**config.mk**
```make
export PLATFORM = sky130hd
export DESIGN_NAME = der_dsa_signature_to_raw_top_flat
export DESIGN_NICKNAME = d
export VERILOG_FILES = /design/src/rtl/core/dsaraw_pkg.sv /design/src/rtl/core/dsaraw_if.sv /design/src/rtl/core/dsaraw_parse.sv /design/src/rtl/core/dsaraw_emit.sv /design/src/rtl/core/der_dsa_signature_to_raw_top.sv /design/src/flat_wrapper.sv
export VERILOG_INCLUDE_DIRS = /design/src /design/src/rtl/core
export SDC_FILE = /design/constraint.sdc
export NUM_CORES = 2
export LEC_CHECK = 0
export BUFFER_PORTS_ARGS = -buffer_cell sky130_fd_sc_hd__buf_4
export CORE_MARGIN = 2
export CORE_UTILIZATION = 50
export CTS_BUF_LIST = sky130_fd_sc_hd__clkbuf_4 sky130_fd_sc_hd__clkbuf_8
export CTS_CLUSTER_DIAMETER = 40
export DETAILED_ROUTE_END_ITERATION = 10
export MAX_ROUTING_LAYER = met4
export PLACE_DENSITY_LB_ADDON = 0.12
export SYNTH_ARGS = -nofsm -noshare
export SYNTH_HDL_FRONTEND = slang
export SYNTH_SLANG_ARGS = --single-unit
```
**constraint.sdc**
```tcl
create_clock -name clock -period 40.3 [get_ports clock]
set_clock_uncertainty 0.1 [all_clocks]
set_input_delay 6.045 -clock clock [delete_from_list [all_inputs] [get_ports clock]]
set_output_delay 6.045 -clock clock [all_outputs]
set_load 0.01 [all_outputs]
```
**src/rtl/core/der_dsa_signature_to_raw_top_macros.svh**
```systemverilog
`ifndef DER_DSA_SIGNATURE_TO_RAW_TOP_MACROS_SVH
`define DER_DSA_SIGNATURE_TO_RAW_TOP_MACROS_SVH

// same-cycle implication
`define DSARAW_ASSERT_NOW(label, clk, rst, ante, cons) \
   label: assert property (@(posedge clk) disable iff (rst) (ante) |-> (cons)) \
      else $error("dsaraw check failed");

// next-cycle implication
`define DSARAW_ASSERT_NEXT(label, clk, rst, ante, cons) \
   label: assert property (@(posedge clk) disable iff (rst) (ante) |=> (cons)) \
      else $error("dsaraw check failed");

`endif

```
**src/rtl/core/dsaraw_pkg.sv**
```systemverilog
package dsaraw_pkg;

   localparam int MAX_INT_BYTES = 32;
   localparam int BUF_DEPTH     = 2 * MAX_INT_BYTES;
   localparam int SIZE_W        = $clog2(MAX_INT_BYTES) + 1;
   localparam int IDX_W         = $clog2(BUF_DEPTH);
   localparam int COUNT_W       = $clog2(BUF_DEPTH) + 1;
   localparam int LEFT_W        = 7;

   localparam logic [7:0] TAG_SEQUENCE  = 8'h30;
   localparam logic [7:0] TAG_INTEGER   = 8'h02;
   localparam int         LONG_FORM_BIT = 7;

   typedef enum logic [2:0] {
      STATUS_OK        = 3'd0,
      STATUS_TRUNCATED = 3'd1,
      STATUS_SEQ_TAG   = 3'd2,
      STATUS_INT_TAG   = 3'd3,
      STATUS_LONG_LEN  = 3'd4,
      STATUS_TOO_LONG  = 3'd5,
      STATUS_TRAILING  = 3'd6
   } status_type;

   typedef enum logic [6:0] {
      PHASE_SEQ_TAG = 7'b0000001,
      PHASE_SEQ_LEN = 7'b0000010,
      PHASE_INT_TAG = 7'b0000100,
      PHASE_INT_LEN = 7'b0001000,
      PHASE_INT_VAL = 7'b0010000,
      PHASE_DONE    = 7'b0100000,
      PHASE_ERR     = 7'b1000000
   } phase_type;

   typedef logic [BUF_DEPTH-1:0][7:0] raw_type;

   typedef struct packed {
      raw_type              raw;
      logic [COUNT_W-1:0]   count;
      status_type           status;
   } emit_load_type;

   // field width clamped to 1..MAX_INT_BYTES
   function automatic logic [SIZE_W-1:0] eff_size(input logic [SIZE_W-1:0] s);
      logic [SIZE_W-1:0] r;
      r = s;
      if (s == '0) r = SIZE_W'(1);
      else if (int'(s) > MAX_INT_BYTES) r = SIZE_W'(MAX_INT_BYTES);
      return r;
   endfunction

endpackage

```
**src/rtl/core/dsaraw_if.sv**
```systemverilog
interface dsaraw_req_if;
   logic       valid;
   logic       ready;
   logic [7:0] in_byte;
   logic       in_last;

   modport source (output valid, output in_byte, output in_last, input ready);
   modport sink   (input valid, input in_byte, input in_last, output ready);
endinterface

interface dsaraw_rsp_if;
   logic       valid;
   logic       ready;
   logic [7:0] out_byte;
   logic       out_last;
   logic [2:0] status;

   modport source (output valid, output out_byte, output out_last, output status,
                   input ready);
   modport sink   (input valid, input out_byte, input out_last, input status,
                   output ready);
endinterface

```
**src/rtl/core/dsaraw_parse.sv**
```systemverilog
module dsaraw_parse (
   input  logic                                  clock,
   input  logic                                  reset,
   input  logic [dsaraw_pkg::SIZE_W-1:0]         int_size,
   input  logic                                  take,
   input  logic [7:0]                            in_byte,
   input  logic                                  in_last,
   output dsaraw_pkg::emit_load_type             load_data
);

   dsaraw_pkg::phase_type                phase_ff, phase_in;
   logic                                 second_ff, second_in;
   logic [dsaraw_pkg::LEFT_W-1:0]        left_ff, left_in;
   logic                                 skip_ff, skip_in;
   dsaraw_pkg::status_type               err_ff, err_in;
   logic                                 tag_bad_ff, tag_bad_in;
   logic                                 oversize_ff, oversize_in;
   dsaraw_pkg::raw_type                  raw_ff, raw_in;

   logic [dsaraw_pkg::SIZE_W-1:0]        size;
   logic [dsaraw_pkg::IDX_W-1:0]         base;
   logic [dsaraw_pkg::IDX_W:0]           hi_wide;
   logic [dsaraw_pkg::IDX_W-1:0]         hi;
   logic                                 nonzero;
   logic                                 shift_en;
   logic                                 end_int;
   dsaraw_pkg::status_type               final_status;

   assign size    = dsaraw_pkg::eff_size(int_size);
   assign base    = second_ff ? dsaraw_pkg::IDX_W'(size) : '0;
   assign hi_wide = (dsaraw_pkg::IDX_W+1)'(base) + (dsaraw_pkg::IDX_W+1)'(size)
                    - (dsaraw_pkg::IDX_W+1)'(1);
   assign hi      = hi_wide[dsaraw_pkg::IDX_W-1:0];
   assign nonzero = !(skip_ff && (in_byte == 8'd0));

   always_comb begin
      phase_in    = phase_ff;
      second_in   = second_ff;
      left_in     = left_ff;
      skip_in     = skip_ff;
      err_in      = err_ff;
      tag_bad_in  = tag_bad_ff;
      oversize_in = oversize_ff;
      shift_en    = 1'b0;
      end_int     = 1'b0;
      unique case (phase_ff)
         dsaraw_pkg::PHASE_SEQ_TAG: begin
            tag_bad_in = (in_byte != dsaraw_pkg::TAG_SEQUENCE);
            phase_in   = dsaraw_pkg::PHASE_SEQ_LEN;
         end
         dsaraw_pkg::PHASE_SEQ_LEN: begin
            if (tag_bad_ff) begin
               err_in   = dsaraw_pkg::STATUS_SEQ_TAG;
               phase_in = dsaraw_pkg::PHASE_ERR;
            end else if (in_byte[dsaraw_pkg::LONG_FORM_BIT]) begin
               err_in   = dsaraw_pkg::STATUS_LONG_LEN;
               phase_in = dsaraw_pkg::PHASE_ERR;
            end else begin
               phase_in = dsaraw_pkg::PHASE_INT_TAG;
            end
         end
         dsaraw_pkg::PHASE_INT_TAG: begin
            tag_bad_in = (in_byte != dsaraw_pkg::TAG_INTEGER);
            phase_in   = dsaraw_pkg::PHASE_INT_LEN;
         end
         dsaraw_pkg::PHASE_INT_LEN: begin
            if (tag_bad_ff) begin
               err_in   = dsaraw_pkg::STATUS_INT_TAG;
               phase_in = dsaraw_pkg::PHASE_ERR;
            end else if (in_byte[dsaraw_pkg::LONG_FORM_BIT]) begin
               err_in   = dsaraw_pkg::STATUS_LONG_LEN;
               phase_in = dsaraw_pkg::PHASE_ERR;
            end else begin
               left_in     = in_byte[dsaraw_pkg::LEFT_W-1:0];
               skip_in     = 1'b1;
               oversize_in = 1'b0;
               if (in_byte[dsaraw_pkg::LEFT_W-1:0] == '0) end_int = 1'b1;
               else phase_in = dsaraw_pkg::PHASE_INT_VAL;
            end
         end
         dsaraw_pkg::PHASE_INT_VAL: begin
            if (nonzero) begin
               if (skip_ff) begin
                  skip_in = 1'b0;
                  if (left_ff > dsaraw_pkg::LEFT_W'(size)) oversize_in = 1'b1;
               end
               shift_en = !oversize_in;
            end
            left_in = left_ff - dsaraw_pkg::LEFT_W'(1);
            if (left_in == '0) end_int = 1'b1;
         end
         dsaraw_pkg::PHASE_DONE: begin
            err_in   = dsaraw_pkg::STATUS_TRAILING;
            phase_in = dsaraw_pkg::PHASE_ERR;
         end
         dsaraw_pkg::PHASE_ERR: begin
         end
         default: begin
         end
      endcase
      if (end_int) begin
         if (oversize_in) begin
            err_in   = dsaraw_pkg::STATUS_TOO_LONG;
            phase_in = dsaraw_pkg::PHASE_ERR;
         end else if (second_ff) begin
            phase_in = dsaraw_pkg::PHASE_DONE;
         end else begin
            second_in = 1'b1;
            phase_in  = dsaraw_pkg::PHASE_INT_TAG;
         end
      end
   end

   // field shifts down by one byte toward its base slot, new byte enters at its top slot (hi)
   always_comb begin
      raw_in = raw_ff;
      for (int j = 0; j < dsaraw_pkg::BUF_DEPTH; j++) begin
         if (shift_en && (dsaraw_pkg::IDX_W'(j) >= base) && (dsaraw_pkg::IDX_W'(j) < hi)) begin
            raw_in[j] = raw_ff[(j + 1) % dsaraw_pkg::BUF_DEPTH];
         end else if (shift_en && (dsaraw_pkg::IDX_W'(j) == hi)) begin
            raw_in[j] = in_byte;
         end
      end
   end

   always_comb begin
      final_status = err_in;
      if ((err_in == dsaraw_pkg::STATUS_OK) && (phase_in != dsaraw_pkg::PHASE_DONE)) begin
         final_status = dsaraw_pkg::STATUS_TRUNCATED;
      end
      load_data.status = final_status;
      if (final_status == dsaraw_pkg::STATUS_OK) begin
         load_data.raw   = raw_in;
         load_data.count = {dsaraw_pkg::COUNT_W'(size)} << 1;
      end else begin
         load_data.raw   = '0;
         load_data.count = dsaraw_pkg::COUNT_W'(1);
      end
   end

   always_ff @(posedge clock) begin
      if (reset || (take && in_last)) begin
         phase_ff    <= dsaraw_pkg::PHASE_SEQ_TAG;
         second_ff   <= 1'b0;
         left_ff     <= '0;
         skip_ff     <= 1'b1;
         err_ff      <= dsaraw_pkg::STATUS_OK;
         tag_bad_ff  <= 1'b0;
         oversize_ff <= 1'b0;
         raw_ff      <= '0;
      end else if (take) begin
         phase_ff    <= phase_in;
         second_ff   <= second_in;
         left_ff     <= left_in;
         skip_ff     <= skip_in;
         err_ff      <= err_in;
         tag_bad_ff  <= tag_bad_in;
         oversize_ff <= oversize_in;
         raw_ff      <= raw_in;
      end
   end

endmodule

```
**src/rtl/core/dsaraw_emit.sv**
```systemverilog
`include "der_dsa_signature_to_raw_top_macros.svh"

module dsaraw_emit (
   input  logic                         clock,
   input  logic                         reset,
   input  logic                         load,
   input  dsaraw_pkg::emit_load_type    load_data,
   dsaraw_rsp_if.source                 rsp,
   output logic                         can_load
);

   dsaraw_pkg::raw_type                 raw_ff;
   logic [dsaraw_pkg::COUNT_W-1:0]      count_ff;
   dsaraw_pkg::status_type              status_ff;
   logic                                fire;

   assign fire     = rsp.valid && rsp.ready;
   assign can_load = (count_ff == '0) ||
                     (fire && (count_ff == dsaraw_pkg::COUNT_W'(1)));

   assign rsp.valid    = (count_ff != '0);
   assign rsp.out_byte = raw_ff[0];
   assign rsp.out_last = (count_ff == dsaraw_pkg::COUNT_W'(1));
   assign rsp.status   = status_ff;

   always_ff @(posedge clock) begin
      if (reset) begin
         count_ff <= '0;
      end else if (load) begin
         count_ff <= load_data.count;
      end else if (fire) begin
         count_ff <= count_ff - dsaraw_pkg::COUNT_W'(1);
      end
   end

   // payload, next byte always at slot zero
   always_ff @(posedge clock) begin
      if (load) begin
         raw_ff    <= load_data.raw;
         status_ff <= load_data.status;
      end else if (fire) begin
         raw_ff    <= raw_ff >> 8;
      end
   end

   `DSARAW_ASSERT_NOW(a_load_when_free, clock, reset, load, can_load)
   `DSARAW_ASSERT_NOW(a_error_single, clock, reset,
      rsp.valid && (status_ff != dsaraw_pkg::STATUS_OK),
      (rsp.out_byte == 8'd0) && rsp.out_last)
   `DSARAW_ASSERT_NEXT(a_burst_continues, clock, reset,
      fire && !rsp.out_last, rsp.valid)
   `DSARAW_ASSERT_NEXT(a_hold_on_stall, clock, reset,
      rsp.valid && !rsp.ready && !load, rsp.valid && $stable(count_ff))

endmodule

```
**src/rtl/core/der_dsa_signature_to_raw_top.sv**
```systemverilog
// DER signature to raw r||s converter. One DER byte is taken per cycle on req_if
// while it is ready, with in_last on the final byte. After the final byte the block
// delivers 2*int_size raw bytes (r then s, big-endian, one per cycle on rsp_if while
// it is ready) or a single error transaction with a nonzero status. Parsing of the
// next signature goes on while a burst drains; only its final byte waits until the
// single emission register has delivered the last transaction of the previous burst.
// int_size is written through csr_write_enable/csr_write_data only while the block is
// idle (the user's duty; the block does not enforce it). 0 acts as 1, above 32 as 32.
module der_dsa_signature_to_raw_top (
   input  logic                               clock,
   input  logic                               reset,
   dsaraw_req_if.sink                         req_if,
   dsaraw_rsp_if.source                       rsp_if,
   input  logic                               csr_write_enable,
   input  logic [dsaraw_pkg::SIZE_W-1:0]      csr_write_data
);

   logic [dsaraw_pkg::SIZE_W-1:0]   int_size_ff;
   logic                            take;
   logic                            load;
   logic                            can_load;
   dsaraw_pkg::emit_load_type       load_data;

   always_ff @(posedge clock) begin
      if (reset) begin
         int_size_ff <= dsaraw_pkg::SIZE_W'(20);
      end else if (csr_write_enable) begin
         int_size_ff <= csr_write_data;
      end
   end

   assign req_if.ready = can_load || !req_if.in_last;
   assign take         = req_if.valid && req_if.ready;
   assign load         = take && req_if.in_last;

   dsaraw_parse u_parse (
      .clock     (clock),
      .reset     (reset),
      .int_size  (int_size_ff),
      .take      (take),
      .in_byte   (req_if.in_byte),
      .in_last   (req_if.in_last),
      .load_data (load_data)
   );

   dsaraw_emit u_emit (
      .clock     (clock),
      .reset     (reset),
      .load      (load),
      .load_data (load_data),
      .rsp       (rsp_if),
      .can_load  (can_load)
   );

endmodule
```
**src/flat_wrapper.sv**
```systemverilog
// flat-port wrapper written by rule: the top's interface ports become plain ports
module der_dsa_signature_to_raw_top_flat 
  (clock, reset, csr_write_enable, csr_write_data, req_if_valid, req_if_in_byte, req_if_in_last, req_if_ready, rsp_if_valid, rsp_if_out_byte, rsp_if_out_last, rsp_if_status, rsp_if_ready);
  dsaraw_req_if req_if_i ();
  dsaraw_rsp_if rsp_if_i ();
  input  logic clock;
  input  logic reset;
  input  logic csr_write_enable;
  input  logic [dsaraw_pkg::SIZE_W-1:0] csr_write_data;
  input wire logic [$bits(req_if_i.valid)-1:0] req_if_valid;
  input wire logic [$bits(req_if_i.in_byte)-1:0] req_if_in_byte;
  input wire logic [$bits(req_if_i.in_last)-1:0] req_if_in_last;
  output wire logic [$bits(req_if_i.ready)-1:0] req_if_ready;
  output wire logic [$bits(rsp_if_i.valid)-1:0] rsp_if_valid;
  output wire logic [$bits(rsp_if_i.out_byte)-1:0] rsp_if_out_byte;
  output wire logic [$bits(rsp_if_i.out_last)-1:0] rsp_if_out_last;
  output wire logic [$bits(rsp_if_i.status)-1:0] rsp_if_status;
  input wire logic [$bits(rsp_if_i.ready)-1:0] rsp_if_ready;
  assign req_if_i.valid = req_if_valid;
  assign req_if_i.in_byte = req_if_in_byte;
  assign req_if_i.in_last = req_if_in_last;
  assign req_if_ready = req_if_i.ready;
  assign rsp_if_valid = rsp_if_i.valid;
  assign rsp_if_out_byte = rsp_if_i.out_byte;
  assign rsp_if_out_last = rsp_if_i.out_last;
  assign rsp_if_status = rsp_if_i.status;
  assign rsp_if_i.ready = rsp_if_ready;
  der_dsa_signature_to_raw_top u_core (.clock(clock), .reset(reset), .req_if(req_if_i), .rsp_if(rsp_if_i), .csr_write_enable(csr_write_enable), .csr_write_data(csr_write_data));
endmodule
```
==> impl_metrics.tcl <==
set metrics [dict create \
    vias 52100 \
    crit_path_cell_trace "buf_4 -> a21oi_1 -> o31ai_1 -> buf_4" \
    worstSkewPairLatency_ns 0.92 \
    fin_crit_sh_pct 32.6 \
    clock_sinks 1061 \
    power.internal_mw 2.49 \
    end_kind "primary output" \
    combinationalPowerShare_pct 26.0 \
    synth_edf_count 515 \
    worstSetupPathType "in -> out" \
    synth_area_um2 55300 \
    grt_util_met3_pct 10.4 \
    yosys.area.top_type "edfxtp_1" \
    antenna_found_initial 2 \
    wl_per_cell_um 28.7 \
    start_kind "primary input" \
    power_frac_seq_pct 44.7 \
    drive_above_1_share_pct 12.1 \
    floorplan.rows 122 \
    routed_wl_um 218000 \
    synthArstFlopShare_pct 0 \
    final_area_um2 61000 \
    drc 0 \
    yosys_warnings 0 \
    crit_slowest_cell "o31ai_1" \
    drt_iter0_markers 7784 \
    synth.avg_cell_area_um2 9.07 \
    postLayoutSetupSlackWorst_ns 27.15 \
    dpl.hpwl_um 139000 \
    synth_cells 6099 \
    critPathBufInv 2 \
    die_x_um 337 \
    syn_to_final_growth_pct 10.4 \
    slowest_delay_ns 0.52 \
    ant_nets 0 \
    hold_viol_final 0 \
    crit_required_ns 34.16 \
    p_switching_mw 1.38 \
    slew_headroom_pct -2.24 \
    final_nets 5974 \
    post-route-min-period_ns 13.15 \
    clk_pin_slew_ns 0.06 \
    cts-root-buf "clkbuf_8" \
    critPathTopFamily "compound AO/OA/AOI/OAI gates" \
    slew_viol_final 3 \
    dieArea_um2 113000 \
    clkPwrFrac_pct 29.3 \
    cts-hold-fix-buffers 0 \
    cts_buffer_depth 3 \
    core_um2 110000 \
    grt_max_degree 192 \
    fp.dieH_um 337 \
    peakVddDrop_mv 0.108 \
    totalNegativeSetupSlack_ns 0 \
    grt_usage_pct 38.6 \
    nFillCells 10000 \
    cts_repair_resize_count 0 \
    port_buffers 33 \
    dpl_worst_slack_ns 27.18 \
    grt_use_met2_pct 52.1 \
    cp_max_fo 8 \
    hold_class "reg -> reg" \
    yosys-top-cells-area "edfxtp_1 (28%), dfxtp_1 (20%), o21ai_0 (8.9%)" \
    ys.flop_type "dfxtp_1" \
    placed_cell_area_um2 56700 \
    ys_seq_elements 1061 \
    first_pass_iters 7 \
    max_freq_mhz 76.1 \
    top_usage_layer "met1" \
    gp_congestion 1.02 \
    cpMostUsedCell "buf_4" \
    setup-violations-final 0 \
    synth_nets 6134 \
    grt_pass1_vias 47500 \
    ios 34 \
    switching_share_pct 35.7 \
    power_density_nw_per_um2 63.4 \
    p_leak_nw 20.5 \
    grt_setup_unrepaired "no" \
    maxCapViolCount 1 \
    status "complete, but fails checks" \
    cp.arrival_ns 7.00 \
    tightest_slew_ns 1.52 \
    viasPerCell 6.85 \
    grt-ovfl-total 0 \
    violations "capacitance limit, slew limit" \
    grtUsageMet1_pct 53.7 \
    htree_levels 4 \
    synth_top_area_share_pct 28.0 \
    start_util_pct 50.2 \
    seq_area_frac_synth_pct 47.7 \
    yosys.cell_types.count 102 \
    numCtsBuffers 195 \
    grt_pass1_wl_um 319000 \
    cts_tree "yes" \
    cts_setup_buffers 0 \
]
-- area by class of cell --
class | count | area, um2 | share of cell area, %
timing repair buffer | 186 | 1460 | 2.39
inverter | 37 | 139 | 0.228
multi-input combinational | 4458 | 26900 | 44.0
tap | 1488 | 1860 | 3.05
clock buffer | 304 | 3710 | 6.09
antenna | 5 | 12.5 | 0.0205
sequential | 1061 | 26400 | 43.2
clock inverter | 61 | 569 | 0.933
-- power groups by stage --
stage | clock [mW] | sequential [mW] | combinational (mW)
floorplan | 0 | 1.88 | 0.604
global placement | 0 | 1.73 | 0.967
detailed placement | 0 | 1.74 | 0.971
CTS | 1.14 | 1.72 | 0.975
global route | 1.19 | 1.75 | 1.08
finish | 1.13 | 1.73 | 1.00
-- registers in the layout (all words and copies together), names as in the netlist --
name,count
u_core.u_parse.second_ff,1
u_core.u_emit.count_ff,7
u_core.u_parse.oversize_ff,1
u_core.u_parse.skip_ff,1
u_core.u_emit.raw_ff,504
u_core.u_parse.phase_ff,7
u_core.int_size_ff,6
u_core.u_parse.raw_ff,512
u_core.u_parse.tag_bad_ff,1
u_core.u_parse.left_ff,7
u_core.u_emit.rsp.status,3
u_core.u_emit.rsp.out_byte,8
u_core.u_parse.err_ff,3
-- final timing paths --
check                              from                    endpoint  slack [ns]  cells past startpoint
min          u_core.u_parse.raw_ff[329]  u_core.u_parse.raw_ff[329]        0.36                      2
max reg2reg       u_core.int_size_ff[3]   u_core.u_emit.raw_ff[401]       33.91                     12
min reg2reg  u_core.u_parse.raw_ff[329]  u_core.u_parse.raw_ff[329]        0.36                      2
max                        rsp_if_ready                req_if_ready       27.15                      4
-- synth_stat cells (48+ instances only) --
library cell / instances
nor2b_1: 54
o2bb2ai_1: 158
nand2_1: 985
a32oi_1: 48
dfxtp_1: 546
mux2i_1: 119
a211oi_1: 168
o21ai_0: 980
a22oi_1: 217
a31oi_1: 56
a221oi_1: 68
a22o_1: 110
o22ai_1: 58
nand3_1: 104
nor3_1: 77
a21oi_1: 276
nor2_1: 275
buf_2: 90
clkbuf_1: 414
mux2_2: 60
and3_1: 83
edfxtp_1: 515
-- logic make-up (layout without fill, tap and decap cells) --
| family | Yosys count | count (layout) | synth area share (%) |
|---|---|---|---|
| AND/OR/NAND/NOR | 1766 | 1766 | 14.5 |
| XOR/XNOR | 6 | 6 | 0.109 |
| AO/OA/AOI/OAI | 2492 | 2492 | 29.7 |
| adder cells (fa/ha/maj) | 15 | 15 | 0.353 |
| flip-flops | 1061 | 1061 | 47.7 |
| other | 0 | 5 | 0 |
| multiplexers | 179 | 179 | 3.38 |
| buffers and inverters | 580 | 588 | 4.28 |
-- placed cells by master, fill, tap and decap left out, types with 56 or more instances in the layout --
cell	synthesis	routed
a31oi_1	56	56
nand3_1	104	104
dfxtp_1	546	546
clkbuf_4	0	75
o21ai_0	980	978
clkbuf_8	0	229
and3_1	83	83
nand2_1	985	982
a22o_1	110	110
a221oi_1	68	68
o2bb2ai_1	158	158
o22ai_1	58	58
a21oi_1	276	276
a211oi_1	168	165
mux2_2	60	60
buf_4	20	181
edfxtp_1	515	515
nor3_1	77	71
mux2i_1	119	119
nor2_1	275	265
a22oi_1	217	217
-- tightest hold or removal path, cell delays in order (launching register included) --
cell	delay [ns]
dfxtp_1	0.32
nand2_1	0.06
nand2_1	0.04
-- layer usage --
metal  share of wire, %  routed length [um]
met1                 42               90600
met2                 41               89200
met3                 13               28000
met4                4.7               10200
met5                  0                   0
-- through the flow --
stage | hold WS (ns) | total power, mW | utilization, % | std cells
2_1_floorplan | 0.327 | 2.49 | - | 6099
3_3_place_gp | 0.341 | 2.70 | 51.5 | 7229
3_5_place_dp | 0.342 | 2.71 | 51.5 | 7229
4_1_cts | 0.357 | 3.84 | 55.4 | 7594
5_1_grt | 0.380 | 4.02 | 55.4 | 7597
6_report | 0.358 | 3.87 | 55.4 | 7600
Note: power is estimated with default switching activity, not from simulation.
